--- src/sv/bgc_pkg.sv ---
// Package for the button gesture classifier.
// Holds the phase and gesture codes, the configuration struct and the reset values.
// No dependencies; every other file refers to it by scoped names.
package bgc_pkg;

    localparam int unsigned TIME_W = 32;
    localparam int unsigned THR_W  = 16;
    localparam int unsigned IN_TDATA_W  = 40;
    localparam int unsigned OUT_TDATA_W = 8;

    localparam logic [THR_W-1:0] LONG_PRESS_RST = 16'd800;
    localparam logic [THR_W-1:0] DOUBLE_GAP_RST = 16'd250;

    // Configuration register indexes.
    localparam logic REG_LONG_PRESS = 1'b0;
    localparam logic REG_DOUBLE_GAP = 1'b1;

    typedef enum logic [2:0] {
        PH_IDLE     = 3'd0,
        PH_PRESSED  = 3'd1,
        PH_LONG     = 3'd2,
        PH_SINGLE   = 3'd3,
        PH_DOUBLE   = 3'd4,
        PH_ONCE     = 3'd5,
        PH_WAITREL  = 3'd6
    } t_phase;

    typedef enum logic [1:0] {
        GEST_NONE   = 2'd0,
        GEST_SINGLE = 2'd1,
        GEST_LONG   = 2'd2,
        GEST_DOUBLE = 2'd3
    } t_gesture;

    typedef struct packed {
        logic [THR_W-1:0] long_press_ms;
        logic [THR_W-1:0] double_gap_ms;
    } t_cfg;

endpackage

--- src/sv/bgc_cfg.sv ---
// Configuration registers of the button gesture classifier.
// Depends on bgc_pkg for the register indexes, widths and reset values.
module bgc_cfg (
    input  logic                      i_clk,
    input  logic                      i_rst_n,
    input  logic                      i_cfg_we,
    input  logic                      i_cfg_index,
    input  logic [bgc_pkg::THR_W-1:0] i_cfg_data,
    output bgc_pkg::t_cfg             o_cfg
);

    bgc_pkg::t_cfg r_cfg;

    always_ff @(posedge i_clk) begin
        if (!i_rst_n) begin
            r_cfg.long_press_ms <= bgc_pkg::LONG_PRESS_RST;
            r_cfg.double_gap_ms <= bgc_pkg::DOUBLE_GAP_RST;
        end else if (i_cfg_we) begin
            case (i_cfg_index)
                bgc_pkg::REG_LONG_PRESS: begin
                    r_cfg.long_press_ms <= i_cfg_data;
                end
                bgc_pkg::REG_DOUBLE_GAP: begin
                    r_cfg.double_gap_ms <= i_cfg_data;
                end
                default: begin
                end
            endcase
        end
    end

    assign o_cfg = r_cfg;

endmodule

--- src/sv/bgc_fsm.sv ---
// Gesture state machine: phase, press and release timestamps, and the event decode.
// Depends on bgc_pkg for the phase and gesture enums and the configuration struct.
module bgc_fsm (
    input  logic                       i_clk,
    input  logic                       i_rst_n,
    input  logic                       i_step,
    input  logic                       i_level,
    input  logic [bgc_pkg::TIME_W-1:0] i_time_ms,
    input  bgc_pkg::t_cfg              i_cfg,
    output bgc_pkg::t_gesture          o_gesture
);

    bgc_pkg::t_phase             r_phase;
    bgc_pkg::t_phase             n_phase;
    logic [bgc_pkg::TIME_W-1:0]  r_press_time;
    logic [bgc_pkg::TIME_W-1:0]  n_press_time;
    logic [bgc_pkg::TIME_W-1:0]  r_release_time;
    logic [bgc_pkg::TIME_W-1:0]  n_release_time;
    logic [bgc_pkg::TIME_W-1:0]  held_ms;
    logic [bgc_pkg::TIME_W-1:0]  gap_ms;
    logic                        long_hit;
    logic                        gap_hit;

    // Differences wrap modulo 2^32, so a plain subtraction is enough.
    assign held_ms  = i_time_ms - r_press_time;
    assign gap_ms   = i_time_ms - r_release_time;
    assign long_hit = held_ms >= {{(bgc_pkg::TIME_W-bgc_pkg::THR_W){1'b0}},
                                  i_cfg.long_press_ms};
    assign gap_hit  = gap_ms >= {{(bgc_pkg::TIME_W-bgc_pkg::THR_W){1'b0}},
                                 i_cfg.double_gap_ms};

    always_comb begin
        n_phase        = r_phase;
        n_press_time   = r_press_time;
        n_release_time = r_release_time;
        case (r_phase)
            bgc_pkg::PH_IDLE: begin
                if (i_level) begin
                    n_press_time = i_time_ms;
                    n_phase      = bgc_pkg::PH_PRESSED;
                end
            end
            bgc_pkg::PH_PRESSED: begin
                if (!i_level) begin
                    n_release_time = i_time_ms;
                    n_phase        = bgc_pkg::PH_ONCE;
                end else if (long_hit) begin
                    n_phase = bgc_pkg::PH_LONG;
                end
            end
            bgc_pkg::PH_ONCE: begin
                // Any second press counts, the gap is only timed while released.
                if (i_level) begin
                    n_phase = bgc_pkg::PH_DOUBLE;
                end else if (gap_hit) begin
                    n_phase = bgc_pkg::PH_SINGLE;
                end
            end
            bgc_pkg::PH_LONG, bgc_pkg::PH_SINGLE, bgc_pkg::PH_DOUBLE: begin
                n_phase = bgc_pkg::PH_WAITREL;
            end
            bgc_pkg::PH_WAITREL: begin
                if (!i_level) begin
                    n_phase = bgc_pkg::PH_IDLE;
                end
            end
            default: begin
                n_phase = bgc_pkg::PH_IDLE;
            end
        endcase
    end

    // The event is reported on the sample that follows its detection.
    always_comb begin
        case (r_phase)
            bgc_pkg::PH_LONG:   o_gesture = bgc_pkg::GEST_LONG;
            bgc_pkg::PH_SINGLE: o_gesture = bgc_pkg::GEST_SINGLE;
            bgc_pkg::PH_DOUBLE: o_gesture = bgc_pkg::GEST_DOUBLE;
            default:            o_gesture = bgc_pkg::GEST_NONE;
        endcase
    end

    always_ff @(posedge i_clk) begin
        if (!i_rst_n) begin
            r_phase        <= bgc_pkg::PH_IDLE;
            r_press_time   <= '0;
            r_release_time <= '0;
        end else if (i_step) begin
            r_phase        <= n_phase;
            r_press_time   <= n_press_time;
            r_release_time <= n_release_time;
        end
    end

    a_event_to_waitrel: assert property (@(posedge i_clk) disable iff (!i_rst_n)
        i_step && (o_gesture != bgc_pkg::GEST_NONE) |=> r_phase == bgc_pkg::PH_WAITREL)
        else $error("event not followed by wait-release");

    a_hold_without_step: assert property (@(posedge i_clk) disable iff (!i_rst_n)
        !i_step |=> $stable(r_phase) && $stable(r_press_time))
        else $error("state changed without a sample");

    a_release_from_pressed: assert property (@(posedge i_clk) disable iff (!i_rst_n)
        i_step && (r_phase == bgc_pkg::PH_PRESSED) && !i_level
        |=> r_phase == bgc_pkg::PH_ONCE && r_release_time == $past(i_time_ms))
        else $error("release not recorded");

endmodule

--- src/sv/button_gesture_classifier.sv ---
// Top level of the button gesture classifier: input register, state machine, result register.
// Depends on bgc_pkg, bgc_cfg and bgc_fsm.
//
//  channel   direction  ports                    word layout (low bit first)
//  s_axis    in         i_s_axis_t* / o_..ready  button_level[0], time_ms[32:1], zero pad
//  m_axis    out        o_m_axis_t* / i_..ready  gesture[1:0], zero pad
//  cfg       in         i_cfg_we/index/data      index 0 long_press_ms, 1 double_gap_ms
//
// A sample waits in the input register and is classified as it moves to the result register,
// so a word is accepted every cycle while the output is not stalled.
// The state machine updates phase and timestamps as each word advances, which sets that rate.
// Reset is synchronous and active low; it empties both stages, returns the phase to idle,
// zeroes the timestamps and loads the thresholds with their reset values.
// A stalled output holds its word; the input stage keeps taking words until both are full.
module button_gesture_classifier (
    input  logic                            i_clk,
    input  logic                            i_rst_n,
    input  logic                            i_s_axis_tvalid,
    output logic                            o_s_axis_tready,
    // button_level[0], time_ms[32:1], zeros[39:33]
    input  logic [bgc_pkg::IN_TDATA_W-1:0]  i_s_axis_tdata,
    output logic                            o_m_axis_tvalid,
    input  logic                            i_m_axis_tready,
    // gesture[1:0], zeros[7:2]
    output logic [bgc_pkg::OUT_TDATA_W-1:0] o_m_axis_tdata,
    input  logic                            i_cfg_we,
    input  logic                            i_cfg_index,
    input  logic [bgc_pkg::THR_W-1:0]       i_cfg_data
);

    bgc_pkg::t_cfg               cfg;
    bgc_pkg::t_gesture           gesture;
    logic                        r_in_valid;
    logic                        r_in_level;
    logic [bgc_pkg::TIME_W-1:0]  r_in_time;
    logic                        r_out_valid;
    bgc_pkg::t_gesture           r_out_gesture;
    logic                        advance;
    logic                        s_ready;

    assign advance = r_in_valid && (!r_out_valid || i_m_axis_tready);
    assign s_ready = !r_in_valid || advance;

    always_ff @(posedge i_clk) begin
        if (!i_rst_n) begin
            r_in_valid <= 1'b0;
        end else if (s_ready) begin
            r_in_valid <= i_s_axis_tvalid;
        end
    end

    always_ff @(posedge i_clk) begin
        if (s_ready && i_s_axis_tvalid) begin
            r_in_level <= i_s_axis_tdata[0];
            r_in_time  <= i_s_axis_tdata[bgc_pkg::TIME_W:1];
        end
    end

    bgc_cfg u_cfg (
        .i_clk       (i_clk),
        .i_rst_n     (i_rst_n),
        .i_cfg_we    (i_cfg_we),
        .i_cfg_index (i_cfg_index),
        .i_cfg_data  (i_cfg_data),
        .o_cfg       (cfg)
    );

    bgc_fsm u_fsm (
        .i_clk     (i_clk),
        .i_rst_n   (i_rst_n),
        .i_step    (advance),
        .i_level   (r_in_level),
        .i_time_ms (r_in_time),
        .i_cfg     (cfg),
        .o_gesture (gesture)
    );

    always_ff @(posedge i_clk) begin
        if (!i_rst_n) begin
            r_out_valid <= 1'b0;
        end else if (advance) begin
            r_out_valid <= 1'b1;
        end else if (i_m_axis_tready) begin
            r_out_valid <= 1'b0;
        end
    end

    always_ff @(posedge i_clk) begin
        if (advance) begin
            r_out_gesture <= gesture;
        end
    end

    assign o_s_axis_tready = s_ready;
    assign o_m_axis_tvalid = r_out_valid;
    assign o_m_axis_tdata  = {{(bgc_pkg::OUT_TDATA_W-2){1'b0}}, r_out_gesture};

    a_reset_empty: assert property (@(posedge i_clk)
        !i_rst_n |=> !o_m_axis_tvalid && !r_in_valid)
        else $error("pipeline not empty after reset");

    a_advance_fills_out: assert property (@(posedge i_clk) disable iff (!i_rst_n)
        advance |=> o_m_axis_tvalid)
        else $error("classified word lost");

    a_full_blocks_input: assert property (@(posedge i_clk) disable iff (!i_rst_n)
        r_in_valid && r_out_valid && !i_m_axis_tready |-> !o_s_axis_tready)
        else $error("input taken while both stages are full");

endmodule
--- config.mk ---
export PLATFORM = sky130hd
export DESIGN_NAME = button_gesture_classifier
export DESIGN_NICKNAME = d
export VERILOG_FILES = /design/src/sv/bgc_pkg.sv /design/src/sv/bgc_cfg.sv /design/src/sv/bgc_fsm.sv /design/src/sv/button_gesture_classifier.sv
export SDC_FILE = /design/constraint.sdc
export NUM_CORES = 1
export LEC_CHECK = 0
export ABC_AREA = 1
export BUFFER_PORTS_ARGS = -buffer_cell sky130_fd_sc_hd__buf_4
export CAP_MARGIN = 20
export CORE_MARGIN = 2
export CORE_UTILIZATION = 60
export CTS_BUF_LIST = sky130_fd_sc_hd__clkbuf_4
export CTS_CLUSTER_SIZE = 8
export DETAILED_ROUTE_END_ITERATION = 10
export PLACE_DENSITY_LB_ADDON = 0.15
export SETUP_SLACK_MARGIN = 0.4
export SLEW_MARGIN = 5
export SYNTH_ARGS = -nofsm -noshare
export SYNTH_HDL_FRONTEND = slang
export SYNTH_HIERARCHICAL = 1
export SYNTH_SLANG_ARGS = --single-unit
--- constraint.sdc ---
create_clock -name i_clk -period 3.2 [get_ports i_clk]
set_input_delay 0.64 -clock i_clk [delete_from_list [all_inputs] [get_ports i_clk]]
set_output_delay 0.64 -clock i_clk [all_outputs]
set_load 0.05 [all_outputs]
### Word level (Yosys, flattened, before mapping)

Cells that the tools add are included.

| cells by class | value |
|---|---|
| $add $sub $neg | 2 |
| multiply operators | 0 |
| divide/modulo/power cells | 0 |
| magnitude comparators | 2 |
| eq/ne operators | 10 |
| shift-type cells | 0 |
| muxes and demuxes | 10 |
| bitwise gates (word level) | 2 |
| reduce and logical (&&, ||, !) cells | 14 |

Operator list:

| cell | number |
|---|---|
| $ge A32 B16 Y1 | 2 |
| $sub A32 B32 Y32 | 2 |
| $mux W3 | 6 |
| $pmux W3 S5 | 1 |
| $eq A3 B3 Y1 const B | 3 |
| $eq A3 B2 Y1 const B | 2 |
| $ne A3 B2 Y1 const B | 2 |
| $pmux W2 S3 | 1 |
| $reduce_and A3 Y1 | 2 |
| $reduce_and A5 Y1 | 1 |
| $ne A2 B2 Y1 const B | 2 |
| $reduce_and A2 Y1 | 2 |
| $eq A3 B1 Y1 const B | 1 |
| $logic_not A3 Y1 | 1 |
| $reduce_or A3 Y1 | 1 |
| $logic_and A1 B1 Y1 | 2 |
| $logic_not A1 Y1 | 2 |
| $logic_or A1 B1 Y1 | 2 |
| $mux W1 | 2 |
| $not A1 Y1 | 2 |
| $reduce_bool A2 Y1 | 1 |

| storage, ports and cells | value |
|---|---|
| register bits | 136 |
| latch bits | 0 |
| memory bits (writable) | 0 |
| memory bits (read-only) | 0 |
| bits of input ports | 62 |
| output and inout port bits | 10 |
| logic and storage cells | 50 |
| memories | 0 |

### Depth between registers and ports, before layout

| depth | value |
|---|---|
| depth after elaboration | 5 |
| mapped depth | 26 |
| depth with buffers taken out | 26 |

### Cells and area by module

Netlist, hierarchy kept.

Modules (own cells, without submodules):

| module | instances | cells an instance | area each (um^2) |
|---|---|---|---|
| bgc_fsm | 1 | 1486 | 8270.4 |
| bgc_cfg | 1 | 169 | 1296.2 |
| button_gesture_classifier | 1 | 55 | 1194.9 |

### Least setup slack after synthesis

OpenSTA, ideal clock, no wires.

| path | value |
|---|---|
| path type | register to register |
| from | register r_in_time[4] in the netlist's numbering |
| to | register u_fsm.r_phase[2] |
| setup time | 110 ps |
| arrival | 2782 ps |
| required time | 3090 ps |
| path slack | 308 ps |
| cell stages (with the launch flop) | 24 |
| path buffers | 0 |
| clock period less this slack | 2892 ps |
| cell sequence | edfxtp_1 -> ha_1 -> nand2_2 -> inv_1 -> a21oi_1 -> nand2_2 -> nand2_1 -> nand2_1 -> xor2_1 -> ha_1 -> a21oi_1 -> nor3_1 -> nor3b_1 -> nand2_1 -> nor2_1 -> nand2_1 -> nor2_1 -> nand2_1 -> a21oi_1 -> nand2_2 -> nand3_2 -> nand2_1 -> inv_1 -> nor2_1 |

| between the ends | value |
|---|---|
| cells in the longest elaborated chain, start to end | 4 |
| elaborated cells on any way between the ends | 7 |
| those cells by class | add/sub (2); order compare (2); eq/ne (2); reduce/logical (1) |

RTL lines:

| element | RTL line | text |
|---|---|---|
| start, declared | button_gesture_classifier.sv:35 | `logic [bgc_pkg::TIME_W-1:0] r_in_time;` |
| start signal, assigned | button_gesture_classifier.sv:55 | `r_in_time <= i_s_axis_tdata[bgc_pkg::TIME_W:1];` |
| $sub A32 B32 Y32, on equally long branches | bgc_fsm.sv:25, bgc_fsm.sv:26 |  |
| $ge A32 B16 Y1, on equally long branches | bgc_fsm.sv:27, bgc_fsm.sv:29 |  |
| $ne A3 B2 Y1 (no source line) | -- |  |
| $reduce_and A5 Y1 (no source line) (*) | -- |  |
| end signal, assigned | bgc_fsm.sv:85 | `r_phase <= bgc_pkg::PH_IDLE;` |
| end signal, assigned | bgc_fsm.sv:89 | `r_phase <= n_phase;` |
| end, declared | bgc_fsm.sv:13 | `bgc_pkg::t_phase r_phase;` |

Every way passes the cells marked *; elsewhere a longest branch is shown, timed or not.
A chain may end at the register's enable or synchronous reset.

### Final worst setup path

| path | value |
|---|---|
| from | register r_in_time[1] in the netlist's numbering |
| to | register u_fsm.r_phase[1] |

The elaborated chain is that of the path after synthesis.

==> run_results.csv <==
group,metric,value,unit
grt,overflow,0,
floorplanning,dieHeight,137.9,µm
synthesis,ys_ff_latch,136,
drt,wirelength,29950,µm
placement,dp.cells,2058,
worst_setup_path,crit_slowest_cell,"edfxtp_1",
worst_setup_path,cp.buffers_inverters,2,
power,leakagePower,6.865,nW
clock_network,htreeDepth,4,
worst_setup_path,critPathLaunchType,"flop",
clock_network,postCtsHoldBufs,0,
timing,period_needed,3.409,ns
power,seqPwrFrac,0.386,
flow_run,maxCapViolations,0,
timing,tightest_slew,0.9520,ns
synthesis,synth_mux_area_frac,0,
synthesis,yosysMostFrequentCell,"nand2_1",
grt,first_global_vias,10410,
placement,gp_congestion,0.9474,
synthesis,synth_cell_types,43,
synthesis,synth_commonest_cells,"513 x nand2_1, 364 x inv_1, 144 x nor2_1",
clock_network,cts_root_buffer,"clkbuf_4",
final_layout,drive_gt1_frac,0.1876,
synthesis,syn_avg_cell_area,6.293,µm²
synthesis,synth-xor-area-share,0.02686,
clock_network,clkTransAtPathRegs,0.13,ns
drt,final_antenna_net_count,0,
placement,port_buffers,58,
drt,drt_iter0_drc,819,
drt,drc,0,
clock_network,cts-buffers-inserted,17,
worst_setup_path,cp.required,3.65,ns
floorplanning,start_util,0.6179,
final_layout,syn_to_final_growth,21.80,%
synthesis,yosys.area_share.simple,0.3259,
power,p_clk_frac,0.264,
synthesis,synth_area,0.01076,mm²
drt,wl_per_cell,14.17,µm
floorplanning,num_rows,48,
worst_setup_path,arrival,3.86,ns
timing,fmax,0.2933,GHz
clock_network,clock_path_buffers,2,
synthesis,synth-edff-count,35,
worst_setup_path,cpPeakStageDelay,0.53,ns
clock_network,cts_tree,"yes",
worst_setup_path,crit_fanout,4,
drt,drtPass1Iterations,6,
worst_setup_path,crit_path_cell_trace,"buf_6 -> ha_4 -> nand3_2 -> nand3_2 -> nand2_2 -> nand2_2 -> nand2_2 -> nand2_4 -> xor2_2 -> ha_1 -> a21oi_2 -> o21ai_2 -> nor3_2 -> nand2_1 -> nor2_1 -> nand2_1 -> nor2_1 -> nand3_1 -> nor2_2 -> nand2_2 -> nand3_2 -> nand2_2 -> inv_2 -> nor2_1",
timing,rsz0062_at_grt,"yes",
power,comb_power_share,0.350,
floorplanning,core,0.01742,mm²
timing,maxSlewViolCount,0,
grt,grt_max_degree,101,
synthesis,synthArstFlopShare,0,
synthesis,synth_top_area_frac,0.1879,
worst_setup_path,reg2reg_from,"r_in_time[1]",
drt,vias_per_cell,5.154,
grt,antenna_found_initial,1,
synthesis,synth_top_family_by_area,"simple AND/OR/NAND/NOR gates",
final_layout,nets,2032,
grt,grt_pass1_wl,48050,µm
synthesis,synth_area_leaders,"dfxtp_1 19%, nand2_1 18%, inv_1 13%, ha_1 11%, edfxtp_1 9.8%",
power,swShare,0.3558,
drt,vias,10890,
timing,setup_ws,-0.2091,ns
worst_setup_path,crit_family,"simple AND/OR/NAND/NOR gates",
clock_network,clkLatencyLatePin,0.56,ns
final_layout,stdcell_count,2113,
timing,hold_violations,0,
power,switchingPower,0.001772,W
power,p_int,0.003209,W
worst_setup_path,cp_common_cell,"nand2_2",
synthesis,synth-main-ff-cell,"dfxtp_1",
power,peakVddDrop,0.2293,mV
power,p_total,0.004981,W
power,power_per_cell_area,380.0,mW/mm²
floorplanning,die_width,137.9,µm
grt,grt_use_total,0.3246,
timing,finalSetupViolations,3,
synthesis,synthesis.instances,1710,
worst_setup_path,startpoint,"r_in_time[1]",
synthesis,synth-seq-area-share,0.2855,
synthesis,synth_compound_area_frac,0.09976,
worst_hold_path,hp-start,"i_s_axis_tdata[5]",
final_layout,final.fill_count,1411,
worst_setup_path,critPathKind,"reg -> reg",
timing,relSlewSlack,0.3653,
synthesis,yosysTopAreaCell,"dfxtp_1",
timing,whs,0.2543,ns
status,status,"complete, but fails checks",
worst_setup_path,end_kind,"flop",
timing,clock_skew,0.02738,ns
timing,timing.final.crit_share,1.065,
clock_network,cts.sinks,136,
floorplanning,io_pins,72,
placement,dp.final_hpwl,22970,µm
status,violations,"negative setup slack",
floorplanning,die_area,0.01902,mm²
worst_hold_path,worstHoldPathType,"in -> reg",
synthesis,synthAdderAreaFrac,0.1130,
synthesis,yosys_warnings,6,
-- worst paths after layout --
check / endpoint / slack, ns / cells after the start
setup / recovery: u_fsm/r_phase[1] / -0.21 / 24
hold / removal: r_in_time[4] / 0.25 / 1
setup reg to reg: u_fsm/r_phase[1] / -0.21 / 24
hold reg to reg: u_fsm/r_press_time[27] / 0.47 / 2
-- worst reg2reg max path: cells and delay by family, from the launching register on --
| kind | cells | cell delay (ns) |
|---|---|---|
| flops | 1 | 0.53 |
| fa+ha+maj | 2 | 0.57 |
| buf+inv | 2 | 0.23 |
| simple gates | 17 | 1.61 |
| compound gates | 2 | 0.21 |
| xor+xnor | 1 | 0.15 |
-- cells in the final DEF (no fill, tap or decap), types with 6 or more instances in the layout --
| cell | n |
|---|---|
| a21oi_1 | 109 |
| a21oi_2 | 8 |
| buf_4 | 167 |
| clkbuf_4 | 17 |
| conb_1 | 6 |
| dfxtp_1 | 101 |
| edfxtp_1 | 35 |
| ha_1 | 66 |
| ha_4 | 27 |
| inv_1 | 357 |
| inv_2 | 12 |
| nand2_1 | 486 |
| nand2_2 | 42 |
| nand2_4 | 9 |
| nand3_1 | 75 |
| nand3_2 | 14 |
| nand4_1 | 16 |
| nor2_1 | 136 |
| nor2_2 | 17 |
| nor3_1 | 15 |
| o21ai_0 | 78 |
| xor2_1 | 27 |
-- registers in the layout, summed over array words and instances, names as in the netlist --
name,flops
r_in_level,1
u_cfg/o_cfg,32
u_fsm/r_press_time,32
r_in_time,32
r_in_valid,1
u_fsm/r_phase,3
o_m_axis_tvalid,1
r_out_gesture,2
u_fsm/r_release_time,32
-- through the flow --
step                      utilization  setup slack, ns  TNS [ns]  instance area (µm²)
after global placement         0.7100         -0.04777   -0.1364                12370
after detailed placement       0.7100          -0.2252   -0.6418                12370
after global routing           0.7526          -0.4252    -1.236                13110
final                          0.7526          -0.2091   -0.6123                13110
after CTS                      0.7388          -0.1013   -0.2585                12870
after floorplan                     -           0.4006         0                11130
-- power by group through the flow --
stage	clock network (W)	registers, W	logic [W]
floorplan	0	0.00195	0.00109
finish	0.00131	0.00192	0.00174
global route	0.00141	0.00193	0.00196
detailed placement	0	0.00196	0.00158
CTS	0.00134	0.00192	0.00164
global placement	0	0.00196	0.00154
-- cells by family after synthesis --
| kind of cell | after synthesis |
|---|---|
| simple gates | 830 |
| xor+xnor | 33 |
| flops | 136 |
| other cells | 1 |
| compound gates | 208 |
| fa+ha+maj | 96 |
| buf+inv | 406 |
-- layer usage --
layer	GRT usage	vias up	wire [µm]
li1	-	5594	-
met4	0.1241	0	887
met5	0	-	0
met1	0.4171	4933	13230
met2	0.5528	286	14340
met3	0.04532	78	1484
-- final cells by class --
type                    instances  area [µm²]  share of cell area
inverters                     372        1399              0.1067
flip-flops and latches        136        3073              0.2344
clock buffers                  17       127.6            0.009736
repair buffers                174        1350              0.1030
clock inverters                15       198.9             0.01518
diodes                          1       2.502           0.0001909
multi-input cells            1173        6675              0.5093
well taps                     225       281.5             0.02148
-- what timing repair did --
action,in CTS,in global routing
endpoints found under the setup margin,3,3
resized for setup,18,52
setup buffers,15,7
cloned,0,0
pin swaps,7,41
No activity file was read; power rests on OpenSTA's default activity.
